<file path="config.mk">
export PLATFORM = sky130hd
export DESIGN_NAME = light_sensor_i2c_read_sequencer
export DESIGN_NICKNAME = d
export VERILOG_FILES = /design/src/rtl/lsrs_pkg.sv /design/src/rtl/lsrs_apb_regs.sv /design/src/rtl/lsrs_core.sv /design/src/rtl/light_sensor_i2c_read_sequencer.sv
export SDC_FILE = /design/constraint.sdc
export NUM_CORES = 1
export LEC_CHECK = 0
export ABC_AREA = 1
export BUFFER_PORTS_ARGS = -buffer_cell sky130_fd_sc_hd__buf_2
export CAP_MARGIN = 30
export CORE_ASPECT_RATIO = 0.75
export CORE_MARGIN = 2
export CORE_UTILIZATION = 40
export CTS_BUF_LIST = sky130_fd_sc_hd__clkbuf_8
export CTS_CLUSTER_DIAMETER = 50
export CTS_CLUSTER_SIZE = 30
export DETAILED_ROUTE_END_ITERATION = 6
export HOLD_SLACK_MARGIN = 0.15
export SYNTH_ARGS = -nofsm -noshare
export SYNTH_HDL_FRONTEND = slang
export SYNTH_SLANG_ARGS = --single-unit
</file>
<file path="constraint.sdc">
create_clock -name clk -period 8.6 [get_ports clk]
set_clock_uncertainty 0.05 [all_clocks]
set_input_delay 0.43 -clock clk [delete_from_list [all_inputs] [get_ports clk]]
set_output_delay 0.43 -clock clk [all_outputs]
set_load 0.01 [all_outputs]
</file>
<file path="src/rtl/lsrs_pkg.sv">
// ---------------------------------------------------------------------------
// lsrs_pkg
// Shared types, script table and constants of the light sensor read sequencer.
// ---------------------------------------------------------------------------
package lsrs_pkg;

	// register file geometry
	localparam int ADDR_W = 5;
	localparam int DATA_W = 32;
	localparam int REG_IDX_W = 3;

	// register indexes
	localparam logic [REG_IDX_W-1:0] REG_DEV_ADDR  = 3'd0;
	localparam logic [REG_IDX_W-1:0] REG_POWER_CMD = 3'd1;
	localparam logic [REG_IDX_W-1:0] REG_MODE_CMD  = 3'd2;
	localparam logic [REG_IDX_W-1:0] REG_CONV_WAIT = 3'd3;
	localparam logic [REG_IDX_W-1:0] REG_POST_WAIT = 3'd4;

	// register reset values
	localparam logic [7:0]  DEV_ADDR_RST  = 8'h46;
	localparam logic [7:0]  POWER_CMD_RST = 8'h01;
	localparam logic [7:0]  MODE_CMD_RST  = 8'h10;
	localparam logic [15:0] CONV_WAIT_RST = 16'd36000;
	localparam logic [15:0] POST_WAIT_RST = 16'd1000;

	// script phase and element kinds
	localparam int PHASE_W = 5;
	localparam logic [PHASE_W-1:0] PHASE_IDLE  = 5'd0;
	localparam logic [PHASE_W-1:0] PHASE_FIRST = 5'd1;

	typedef logic [3:0] kind_t;
	localparam kind_t EL_IDLE  = 4'd0;
	localparam kind_t EL_START = 4'd1;
	localparam kind_t EL_WBYTE = 4'd2;
	localparam kind_t EL_RACK  = 4'd3;
	localparam kind_t EL_RBYTE = 4'd4;
	localparam kind_t EL_SACK  = 4'd5;
	localparam kind_t EL_STOP  = 4'd6;
	localparam kind_t EL_WAIT  = 4'd7;
	localparam kind_t EL_DONE  = 4'd8;

	// byte sources for a write byte
	localparam logic [1:0] SRC_ADDR_WR = 2'd0;
	localparam logic [1:0] SRC_POWER   = 2'd1;
	localparam logic [1:0] SRC_MODE    = 2'd2;
	localparam logic [1:0] SRC_ADDR_RD = 2'd3;

	// last half-bit index of a byte element and of a two-tick element
	localparam logic [3:0] BIT_LAST_BYTE = 4'd15;
	localparam logic [3:0] BIT_LAST_PAIR = 4'd1;

	// lux = raw * 5 / 6 as a reciprocal multiply, exact over 16 bits
	localparam int LUX_SHIFT = 22;
	localparam int LUX_MULT_W = 22;
	localparam logic [LUX_MULT_W-1:0] LUX_MULT = 22'd3495255;
	localparam int LUX_PROD_W = 16 + LUX_MULT_W;

	typedef struct packed {
		logic [7:0]  dev_addr;
		logic [7:0]  power_cmd;
		logic [7:0]  mode_cmd;
		logic [15:0] conv_wait;
		logic [15:0] post_wait;
	} cfg_t;

	typedef struct packed {
		logic        scl;
		logic        sda_lvl;
		logic        sda_drv;
		logic        busy;
		logic        done;
		logic [15:0] raw;
		logic [15:0] lux;
		logic        nack;
	} res_t;

	// element kind of each script phase
	function automatic kind_t phase_kind(input logic [PHASE_W-1:0] p);
		kind_t k;
		case (p)
			5'd1, 5'd7, 5'd14:                  k = EL_START;
			5'd2, 5'd4, 5'd8, 5'd10, 5'd15:     k = EL_WBYTE;
			5'd3, 5'd5, 5'd9, 5'd11, 5'd16:     k = EL_RACK;
			5'd17, 5'd19:                       k = EL_RBYTE;
			5'd18, 5'd20:                       k = EL_SACK;
			5'd6, 5'd12, 5'd21:                 k = EL_STOP;
			5'd13, 5'd22:                       k = EL_WAIT;
			5'd23:                              k = EL_DONE;
			default:                            k = EL_IDLE;
		endcase
		return k;
	endfunction

	// element argument: byte source, ack level or wait select
	function automatic logic [1:0] phase_arg(input logic [PHASE_W-1:0] p);
		logic [1:0] a;
		case (p)
			5'd4:         a = SRC_POWER;
			5'd10:        a = SRC_MODE;
			5'd15:        a = SRC_ADDR_RD;
			5'd20, 5'd22: a = 2'd1;
			default:      a = 2'd0;
		endcase
		return a;
	endfunction

endpackage

</file>
<file path="src/rtl/lsrs_apb_regs.sv">
// ---------------------------------------------------------------------------
// lsrs_apb_regs
// APB register file holding the sequencer's addresses, commands and waits.
// ---------------------------------------------------------------------------
module lsrs_apb_regs (
	input  logic                          clk,
	input  logic                          arst_n,
	input  logic                          psel,
	input  logic                          penable,
	input  logic                          pwrite,
	input  logic [lsrs_pkg::ADDR_W-1:0]   paddr,
	input  logic [lsrs_pkg::DATA_W-1:0]   pwdata,
	output logic [lsrs_pkg::DATA_W-1:0]   prdata,
	output logic                          pready,
	output lsrs_pkg::cfg_t                cfg
);
	import lsrs_pkg::*;

	logic [REG_IDX_W-1:0] idx;
	logic                 wr_en;
	cfg_t                 cfg_q;

	assign idx    = paddr[ADDR_W-1:2];
	assign wr_en  = psel & penable & pwrite;
	assign pready = 1'b1;
	assign cfg    = cfg_q;

	// register writes
	always_ff @(posedge clk or negedge arst_n) begin
		if (!arst_n) begin
			cfg_q.dev_addr  <= DEV_ADDR_RST;
			cfg_q.power_cmd <= POWER_CMD_RST;
			cfg_q.mode_cmd  <= MODE_CMD_RST;
			cfg_q.conv_wait <= CONV_WAIT_RST;
			cfg_q.post_wait <= POST_WAIT_RST;
		end else if (wr_en) begin
			case (idx)
				REG_DEV_ADDR:  cfg_q.dev_addr  <= pwdata[7:0];
				REG_POWER_CMD: cfg_q.power_cmd <= pwdata[7:0];
				REG_MODE_CMD:  cfg_q.mode_cmd  <= pwdata[7:0];
				REG_CONV_WAIT: cfg_q.conv_wait <= pwdata[15:0];
				REG_POST_WAIT: cfg_q.post_wait <= pwdata[15:0];
				default: ;
			endcase
		end
	end

	// read mux
	always_comb begin
		case (idx)
			REG_DEV_ADDR:  prdata = {24'd0, cfg_q.dev_addr};
			REG_POWER_CMD: prdata = {24'd0, cfg_q.power_cmd};
			REG_MODE_CMD:  prdata = {24'd0, cfg_q.mode_cmd};
			REG_CONV_WAIT: prdata = {16'd0, cfg_q.conv_wait};
			REG_POST_WAIT: prdata = {16'd0, cfg_q.post_wait};
			default:       prdata = '0;
		endcase
	end

endmodule

</file>
<file path="src/rtl/lsrs_core.sv">
// ---------------------------------------------------------------------------
// lsrs_core
// Script state and one half-bit step of the I2C read sequence per tick.
// ---------------------------------------------------------------------------
module lsrs_core (
	input  logic           clk,
	input  logic           arst_n,
	input  logic           step_en,
	input  logic           start_request,
	input  logic           sda_in,
	input  lsrs_pkg::cfg_t cfg,
	output lsrs_pkg::res_t res
);
	import lsrs_pkg::*;

	logic [PHASE_W-1:0] phase_q, phase_d;
	logic [3:0]         bit_q, bit_d;
	logic [7:0]         shift_q, shift_d;
	logic [15:0]        word_q, word_d;
	logic [15:0]        wait_q, wait_d;
	logic [15:0]        lux_q, lux_d;
	logic               nack_q, nack_d;

	logic [PHASE_W-1:0] cur_phase, nxt_phase;
	logic               start_now, active, high_half, last_step;
	kind_t              kind, nxt_kind;
	logic [1:0]         arg, nxt_arg;
	logic [15:0]        wait_dec, nxt_wait;
	logic [LUX_PROD_W-1:0] lux_prod;
	logic [3:0]         cur_bit;

	// state registers
	always_ff @(posedge clk or negedge arst_n) begin
		if (!arst_n) begin
			phase_q <= PHASE_IDLE;
			bit_q   <= '0;
			shift_q <= '0;
			word_q  <= '0;
			wait_q  <= '0;
			lux_q   <= '0;
			nack_q  <= 1'b0;
		end else if (step_en) begin
			phase_q <= phase_d;
			bit_q   <= bit_d;
			shift_q <= shift_d;
			word_q  <= word_d;
			wait_q  <= wait_d;
			lux_q   <= lux_d;
			nack_q  <= nack_d;
		end
	end

	// a request while idle enters the first start element in the same tick
	assign start_now = (phase_q == PHASE_IDLE) && start_request;
	assign cur_phase = start_now ? PHASE_FIRST : phase_q;
	assign cur_bit   = start_now ? 4'd0 : bit_q;
	assign active    = (cur_phase != PHASE_IDLE);
	assign kind      = phase_kind(cur_phase);
	assign arg       = phase_arg(cur_phase);
	assign high_half = ~cur_bit[0];
	assign wait_dec  = wait_q - 16'd1;
	assign lux_prod  = LUX_PROD_W'(word_q) * LUX_PROD_W'(LUX_MULT);

	// following element, stepping over a wait of zero length
	always_comb begin
		nxt_phase = cur_phase + 5'd1;
		nxt_kind  = phase_kind(nxt_phase);
		nxt_arg   = phase_arg(nxt_phase);
		nxt_wait  = nxt_arg[0] ? cfg.post_wait : cfg.conv_wait;
		if (nxt_kind == EL_WAIT && nxt_wait == 16'd0) begin
			nxt_phase = nxt_phase + 5'd1;
		end
	end

	// end of the current element
	always_comb begin
		case (kind)
			EL_WBYTE, EL_RBYTE: last_step = (cur_bit == BIT_LAST_BYTE);
			EL_WAIT:            last_step = (wait_dec == 16'd0);
			default:            last_step = (cur_bit == BIT_LAST_PAIR);
		endcase
	end

	// bus drive and state update for this half bit
	always_comb begin
		res.scl     = 1'b1;
		res.sda_lvl = 1'b1;
		res.sda_drv = 1'b1;
		res.busy    = active;
		res.done    = 1'b0;
		phase_d = cur_phase;
		bit_d   = cur_bit;
		shift_d = shift_q;
		word_d  = word_q;
		wait_d  = wait_q;
		lux_d   = lux_q;
		nack_d  = start_now ? 1'b0 : nack_q;

		if (active) begin
			case (kind)
				EL_START: res.sda_lvl = high_half;
				EL_WBYTE: begin
					res.scl     = high_half;
					res.sda_lvl = shift_q[7];
					if (!high_half) shift_d = {shift_q[6:0], 1'b0};
				end
				EL_RACK, EL_RBYTE: begin
					if (high_half) begin
						res.sda_drv = 1'b0;
						if (kind == EL_RACK) begin
							if (sda_in) nack_d = 1'b1;
						end else begin
							word_d = {word_q[14:0], sda_in};
						end
					end else begin
						res.scl = 1'b0;
					end
				end
				EL_SACK: begin
					res.scl     = high_half;
					res.sda_lvl = arg[0];
				end
				EL_STOP: res.sda_lvl = ~high_half;
				EL_WAIT: ;
				EL_DONE: begin
					res.busy = 1'b0;
					res.done = 1'b1;
					lux_d    = lux_prod[LUX_PROD_W-1:LUX_SHIFT];
				end
				default: ;
			endcase

			// sequencing
			if (kind == EL_DONE) begin
				phase_d = PHASE_IDLE;
				bit_d   = '0;
			end else begin
				if (kind == EL_WAIT) wait_d = wait_dec;
				else                 bit_d  = cur_bit + 4'd1;
				if (last_step) begin
					phase_d = nxt_phase;
					bit_d   = '0;
					if (phase_kind(nxt_phase) == EL_WAIT) wait_d = nxt_wait;
					if (phase_kind(nxt_phase) == EL_WBYTE) begin
						case (phase_arg(nxt_phase))
							SRC_ADDR_WR: shift_d = cfg.dev_addr;
							SRC_POWER:   shift_d = cfg.power_cmd;
							SRC_MODE:    shift_d = cfg.mode_cmd;
							default:     shift_d = cfg.dev_addr + 8'd1;
						endcase
					end
				end
			end
		end

		res.raw  = word_d;
		res.lux  = lux_d;
		res.nack = nack_d;
	end

endmodule

</file>
<file path="src/rtl/light_sensor_i2c_read_sequencer.sv">
// ---------------------------------------------------------------------------
// light_sensor_i2c_read_sequencer
// Tick-driven I2C master that powers up a light sensor and reads its count.
// ---------------------------------------------------------------------------
// Usage: each input item is one 5 us tick carrying start_request and the
// sampled sda_in. Every item gives exactly one result item with the SCL
// level, SDA level and drive for that tick, busy/done flags, the raw count,
// the lux value (raw*5/6) and a sticky NACK flag.
// Input items enter an input register; the step logic then updates the
// script state and loads the result register, which offers the result to
// the receiver.
// One item is taken per cycle while the receiver does not stall, since the
// step between the input and result registers is combinational.
// When the receiver stalls, the result register holds, the input register
// fills, and in_stall rises until the result is taken; nothing is dropped.
// At reset the script is idle, its state is zero and the configuration
// registers take their defaults; the APB port always answers at once.
// ---------------------------------------------------------------------------
module light_sensor_i2c_read_sequencer (
	input  logic                        clk,
	input  logic                        arst_n,
	// tick channel
	input  logic                        in_valid,
	output logic                        in_stall,
	input  logic                        start_request,
	input  logic                        sda_in,
	// result channel
	output logic                        out_valid,
	input  logic                        out_stall,
	output logic                        scl_level,
	output logic                        sda_level,
	output logic                        sda_drive,
	output logic                        busy_res,
	output logic                        done_res,
	output logic [15:0]                 raw_count,
	output logic [15:0]                 lux_value,
	output logic                        nack_seen,
	// configuration
	input  logic                        psel,
	input  logic                        penable,
	input  logic                        pwrite,
	input  logic [lsrs_pkg::ADDR_W-1:0] paddr,
	input  logic [lsrs_pkg::DATA_W-1:0] pwdata,
	output logic [lsrs_pkg::DATA_W-1:0] prdata,
	output logic                        pready
);
	import lsrs_pkg::*;

	cfg_t cfg;
	res_t res_step;
	res_t res_s2;
	logic valid_s1, start_s1, sda_s1;
	logic valid_s2;
	logic advance;

	lsrs_apb_regs u_regs (
		.clk     (clk),
		.arst_n  (arst_n),
		.psel    (psel),
		.penable (penable),
		.pwrite  (pwrite),
		.paddr   (paddr),
		.pwdata  (pwdata),
		.prdata  (prdata),
		.pready  (pready),
		.cfg     (cfg)
	);

	// step proceeds when the result register is free or being emptied
	assign advance  = valid_s1 & (~valid_s2 | ~out_stall);
	assign in_stall = valid_s1 & ~advance;

	// input register
	always_ff @(posedge clk or negedge arst_n) begin
		if (!arst_n) begin
			valid_s1 <= 1'b0;
		end else if (!in_stall) begin
			valid_s1 <= in_valid;
		end
	end

	always_ff @(posedge clk) begin
		if (in_valid && !in_stall) begin
			start_s1 <= start_request;
			sda_s1   <= sda_in;
		end
	end

	lsrs_core u_core (
		.clk           (clk),
		.arst_n        (arst_n),
		.step_en       (advance),
		.start_request (start_s1),
		.sda_in        (sda_s1),
		.cfg           (cfg),
		.res           (res_step)
	);

	// result register
	always_ff @(posedge clk or negedge arst_n) begin
		if (!arst_n) begin
			valid_s2 <= 1'b0;
		end else if (advance) begin
			valid_s2 <= 1'b1;
		end else if (!out_stall) begin
			valid_s2 <= 1'b0;
		end
	end

	always_ff @(posedge clk) begin
		if (advance) begin
			res_s2 <= res_step;
		end
	end

	assign out_valid = valid_s2;
	assign scl_level = res_s2.scl;
	assign sda_level = res_s2.sda_lvl;
	assign sda_drive = res_s2.sda_drv;
	assign busy_res  = res_s2.busy;
	assign done_res  = res_s2.done;
	assign raw_count = res_s2.raw;
	assign lux_value = res_s2.lux;
	assign nack_seen = res_s2.nack;

endmodule

</file>
### Word-level counts from Yosys, hierarchy flattened

Memory sizes are Yosys's and may differ from the RTL's.
Index checks and enable logic that the tools add are counted.

* add/sub/neg operators: 5
* multiply operators: 1
* divide/modulo/power cells: 0
* $lt $le $gt $ge: 0
* equality and inequality tests: 35
* shift operators: 0
* muxes and demuxes: 54
* bitwise operators: 10
* reduce and logical (&&, ||, !) cells: 24

Operator list (count)
* $mux 16: 10
* $pmux 16 s5: 1
* $mux 4: 11
* $mux 8: 5
* $mul 16x22->38 const B: 1
* $logic_not 16->1: 2
* $eq 5x4->1 const B: 6
* $eq 5x5->1 const B: 6
* $mux 5: 5
* $eq 4x3->1 const B: 6
* $pmux 8 s3: 1
* $sub 16x1->16 const B: 1
* $eq 5x3->1 const B: 3
* $reduce_and 2->1: 7
* $eq 4x2->1 const B: 3
* $add 5x1->5 const B: 2
* $mux 1: 10
* $mux 2: 5
* $reduce_or 3->1: 3
* $add 8x1->8 const B: 1
* $eq 4x1->1 const B: 2
* $eq 4x4->1 const B: 2
* $eq 3x2->1 const B: 2
* $pmux 1 s3: 2
* 20 further kinds: 32

* bits in registers: 164
* latch bits: 0
* memory bits (writable): 0
* bits in read-only memories: 512
* input bits: 46
* output and inout port bits: 73
* word-level logic and storage cells: 157
* memories kept: 4

Memories
* (name not given): words 32, width 4, rd ports 1, clocked after memory_dff 0, wr ports 0, line lsrs_pkg.sv:80 `case (p)`
* (name not given): words 32, width 4, rd ports 1, clocked after memory_dff 0, wr ports 0, line lsrs_pkg.sv:80
* (name not given): words 32, width 4, rd ports 1, clocked after memory_dff 0, wr ports 0, line lsrs_pkg.sv:80
* (name not given): words 32, width 4, rd ports 1, clocked after memory_dff 0, wr ports 0, line lsrs_pkg.sv:80

### Logic depth before layout (Yosys ltp)

An unclocked memory read counts as a cell.

* depth after elaboration: 25
* depth in mapped cells: 36
* mapped depth without buffers: 35

### Cells and area by module

Synthesis repeated with hierarchy kept, for this count alone.

* cell total of the unflattened synthesis: 2019
* area total of the unflattened synthesis: 15671.3 µm²

Modules (own cells, without submodules)
* lsrs_core: times used 1, cells an instance 1611, area an instance 11573.6 µm², seq. area each 1651.6 µm²
* lsrs_apb_regs: times used 1, cells an instance 356, area an instance 2801.4 µm², seq. area each 1421.4 µm²
* light_sensor_i2c_read_sequencer: times used 1, cells an instance 52, area an instance 1296.2 µm², seq. area each 1251.2 µm²

### Worst setup path before layout

Ideal clock, no wire load.

* path kind: reg2reg
* start point: reg u_core.word_q[10]
* end point: reg res_s2 (netlist bit lux_value[14]), data pin
* setup time: 255 ps
* arrival: 5647 ps
* required time: 8295 ps
* path slack: 2648 ps
* stages on the path, launching flop included: 24
* path buffers: 0
* period minus slack after synthesis: 5952 ps
* path through: dfrtp_1 > ha_1 > inv_1 > fa_1 > inv_1 > fa_1 > inv_1 > fa_1 > inv_1 > fa_1 > fa_1 > ha_1 > nand4_1 > nor3_1 > nand3_1 > nand3_1 > a21oi_1 > o21ai_0 > a21oi_1 > o21ai_0 > a21oi_1 > nand2_1 > nand3_1 > and2_1

RTL lines
* from (decl): line lsrs_core.sv:19 `logic [15:0] word_q, word_d;`
* from (signal assigned): line lsrs_core.sv:46 `word_q <= word_d;`
* to (signal assigned): line light_sensor_i2c_read_sequencer.sv:112 `res_s2 <= res_step;`
* to (decl): line light_sensor_i2c_read_sequencer.sv:51 `res_t res_s2;`

==> run_results.csv <==
group,metric,value,unit
sta,hold_ws,203,ps
place,portBuffers,83,
layout,antennaDiodeCount,0,
clocking,cts_inserted_buffers,17,
yosys,syn_area,14900,um2
grt,grt_pass1_vias,11300,
layout,layout.nets,2215,
floorplanning,initial_core_util,40.4,%
layout,final_cell_mix,"nand2_1 (456), inv_1 (287), ha_1 (154)",
yosys,synth_area_per_cell,8.19,um2
layout,stdcell_area,16400,um2
yosys,yosys_warnings,0,
hold_path,hp-class,"input pin to register",
critical_path,r2r-start,"u_core.word_q[1]$_DFFE_PN0P_",
sta,rsz0062_at_grt,"no",
floorplanning,num_rows,61,
place,place_hpwl,29300,um
yosys,synth_cell_type_count,60,
sta,maxSlewViolCount,0,
grt,grt_max_degree,69,
clocking,cts-resized-gates,0,
yosys,yosysSeqAreaShare,29.0,%
yosys,synthMuxAreaShare,0.0670,%
critical_path,crit_start,"u_core.word_q[1]$_DFFE_PN0P_",
status,status,"complete, no violations",
clocking,cts_tree,"built",
floorplanning,die_h,171,um
yosys,synthSimpleGateAreaFrac,21.0,%
grt,use_met3,4.25,%
layout,drive_gt1_share,10.1,%
yosys,synth-edff-count,40,
sta,max_clock_freq,145,MHz
grt,busiest_layer,"met1",
yosys,yosysTopAreaCell,"dfrtp_1",
place,place_area,15800,um2
yosys,synth_fa_ha_area_share,27.5,%
route,wl_per_cell,15.4,um
layout,final_common_cell,"nand2_1",
grt,grt_antenna_before_repair,0,
grt,grt_pass1_wl,60700,um
route,num_vias,12100,
critical_path,timing_worst_setup_path_type,"register to register",
sta,worstMarginPinSlew,1030,ps
yosys,netlist.area_leader.share,18.1,%
pwr,p_leak,0.00885,uW
floorplanning,dieArea,38900,um2
clocking,root_buffer,"clkbuf_8",
yosys,synthXorXnorAreaFrac,2.05,%
yosys,synth.area.top_cells,"dfrtp_1 (18%), fa_1 (15%), ha_1 (13%), nand2_1 (11%), edfxtp_1 (8.0%)",
yosys,netlist_instances,1823,
route,drc,0,
grt,grt.met2_usage,25.4,%
run,maxCapViolations,0,
sta,min_period_over_period,80.2,%
sta,timing_hold_violations_final,0,
yosys,ys.flop_type,"dfrtp_1",
grt,grtUsageTotal,20.0,%
sta,period_needed,6900,ps
sta,max_slew_margin,31.1,%
sta,setup_violations,0,
floorplanning,coreArea,36900,um2
pwr,powerDensity,236,nW/um2
route,vias_per_cell,5.00,
route,drtAntennaViolNets,0,
floorplanning,die-width,227,um
clocking,htreeDepth,4,
grt,grt.overflow.total,0,
yosys,async_flop_share,75.6,%
clocking,cts.sinks,164,
place,place_congestion,0.895,
route,first_pass_iters,5,
clocking,cts_buffer_depth,2,
clocking,clkTransAtPathRegs,110,ps
sta,tns,0,ps
route,wl,37300,um
pwr,vdd_drop_max,0.0988,mV
grt,grtUsageMet1,33.4,%
critical_path,cp-end-kind,"register",
critical_path,arrival,7100,ps
hold_path,min-delay-start,"pwdata[6]",
critical_path,crit_path_start_kind,"register",
yosys,synth-compound-area-share,10.8,%
layout,areaGrowthSynthToFinish,10.1,%
clocking,clk_latency,510,ps
critical_path,crit_fanout,6,
yosys,ys_ff_latch,164,
route,drt_first_iter_violations,893,
critical_path,cp.required,8800,ps
yosys,synth_top_family_by_area,"adder cells",
floorplanning,top_level_ports,119,
critical path, cell delays in order (launching register included):
cell and delay (ps):
dfrtp_1 550, ha_1 440, inv_1 80, fa_1 580, inv_1 180, fa_1 560, inv_1 50, fa_1 460
fa_1 560, inv_1 70, fa_1 480, ha_1 330, a21oi_1 70, o21ai_0 250, o21bai_1 160, nand2_1 60
nand3_1 200, a21oi_1 140, o21ai_0 380, a21oi_1 180, o21ai_0 310, a21oi_1 130, nand2_1 80, nand3_1 110
and2_1 160
registers in the layout (all words and copies together), names as in the netlist:
register,cells
u_core.nack_q,1
out_valid,1
u_regs.cfg,56
sda_drive,1
busy_res,1
start_s1,1
valid_s1,1
lux_value,16
sda_s1,1
u_core.word_q,16
scl_level,1
u_core.bit_q,4
nack_seen,1
u_core.phase_q,5
u_core.lux_q,16
sda_level,1
done_res,1
u_core.shift_q,8
raw_count,16
u_core.wait_q,16
Yosys cell counts, drive strengths merged, types with 6 or more instances:
master,n
dfstp,16
a21oi,59
buf,27
nand2,471
nand4,15
dfrtp,108
fa,109
nand3,103
xnor2,11
a221oi,6
o21ai,158
edfxtp,40
o22ai,15
nor3,12
o211ai,15
ha,154
clkbuf,30
nor2,120
inv,291
xor2,24
kinds of logic (layout without fill, tap and decap cells):
group | count (synthesis) | after routing
XOR/XNOR | 35 | 35
buffers and inverters | 353 | 434
AO/OA/AOI/OAI | 276 | 276
AND/OR/NAND/NOR | 729 | 729
multiplexers | 1 | 1
flip-flops | 164 | 164
adder cells (fa/ha/maj) | 263 | 263
other | 2 | 17
per-stage QoR:
step,worst slack [ps],power [uW],instances,util (%)
after global placement,1890,3140,2373,42.7
after CTS,1770,3880,2422,44.4
after global routing,1290,4240,2423,44.5
final,1700,3870,2423,44.5
after floorplan,2650,2690,1838,-
after detailed placement,1810,3190,2376,42.8
power breakdown:
| group | switching [uW] | internal, uW |
|---|---|---|
| clock | 360 | 306 |
| sequential | 162 | 976 |
| combinational | 1360 | 711 |
| total | 1880 | 1990 |
final cells by class:
| class | instances | area (um2) |
|---|---|---|
| Fill cell | 3694 | 20500 |
| Multi-Input combinational cell | 1321 | 9240 |
| Sequential cell | 164 | 4320 |
| Inverter | 296 | 1120 |
| Timing Repair Buffer | 106 | 653 |
| Tap cell | 504 | 631 |
| Clock inverter | 15 | 239 |
| Clock buffer | 17 | 234 |
per-layer routing:
layer | part of all wire (%) | vias to the layer above
met1 | 55 | 5787
met2 | 38 | 324
met5 | 0 | -
met4 | 1.1 | 0
met3 | 6.1 | 26
li1 | - | 5985
what timing repair did:
| item | 4_1_cts | 5_1_grt |
|---|---|---|
| hold endpoints to repair | 79 | 0 |
| buffers inserted | 0 | 0 |
| hold buffers | 14 | 0 |
path summary, 6_finish.rpt:
kind / slack (ps) / depth (start not counted) / endpoint
min in group asynchronous: 220 / 2 / u_core.wait_q[13]$_DFFE_PN0P_
hold / removal: 200 / 3 / u_regs.cfg[6]$_DFFE_PN1P_
setup / recovery: 1700 / 24 / lux_value[14]$_DFFE_PP_
hold reg to reg: 430 / 2 / u_core.shift_q[1]$_DFFE_PN0P_
setup reg to reg: 1700 / 24 / lux_value[14]$_DFFE_PP_
max in group asynchronous: 6940 / 4 / u_core.shift_q[4]$_DFFE_PN0P_
Power figures use the tool's default switching activity.
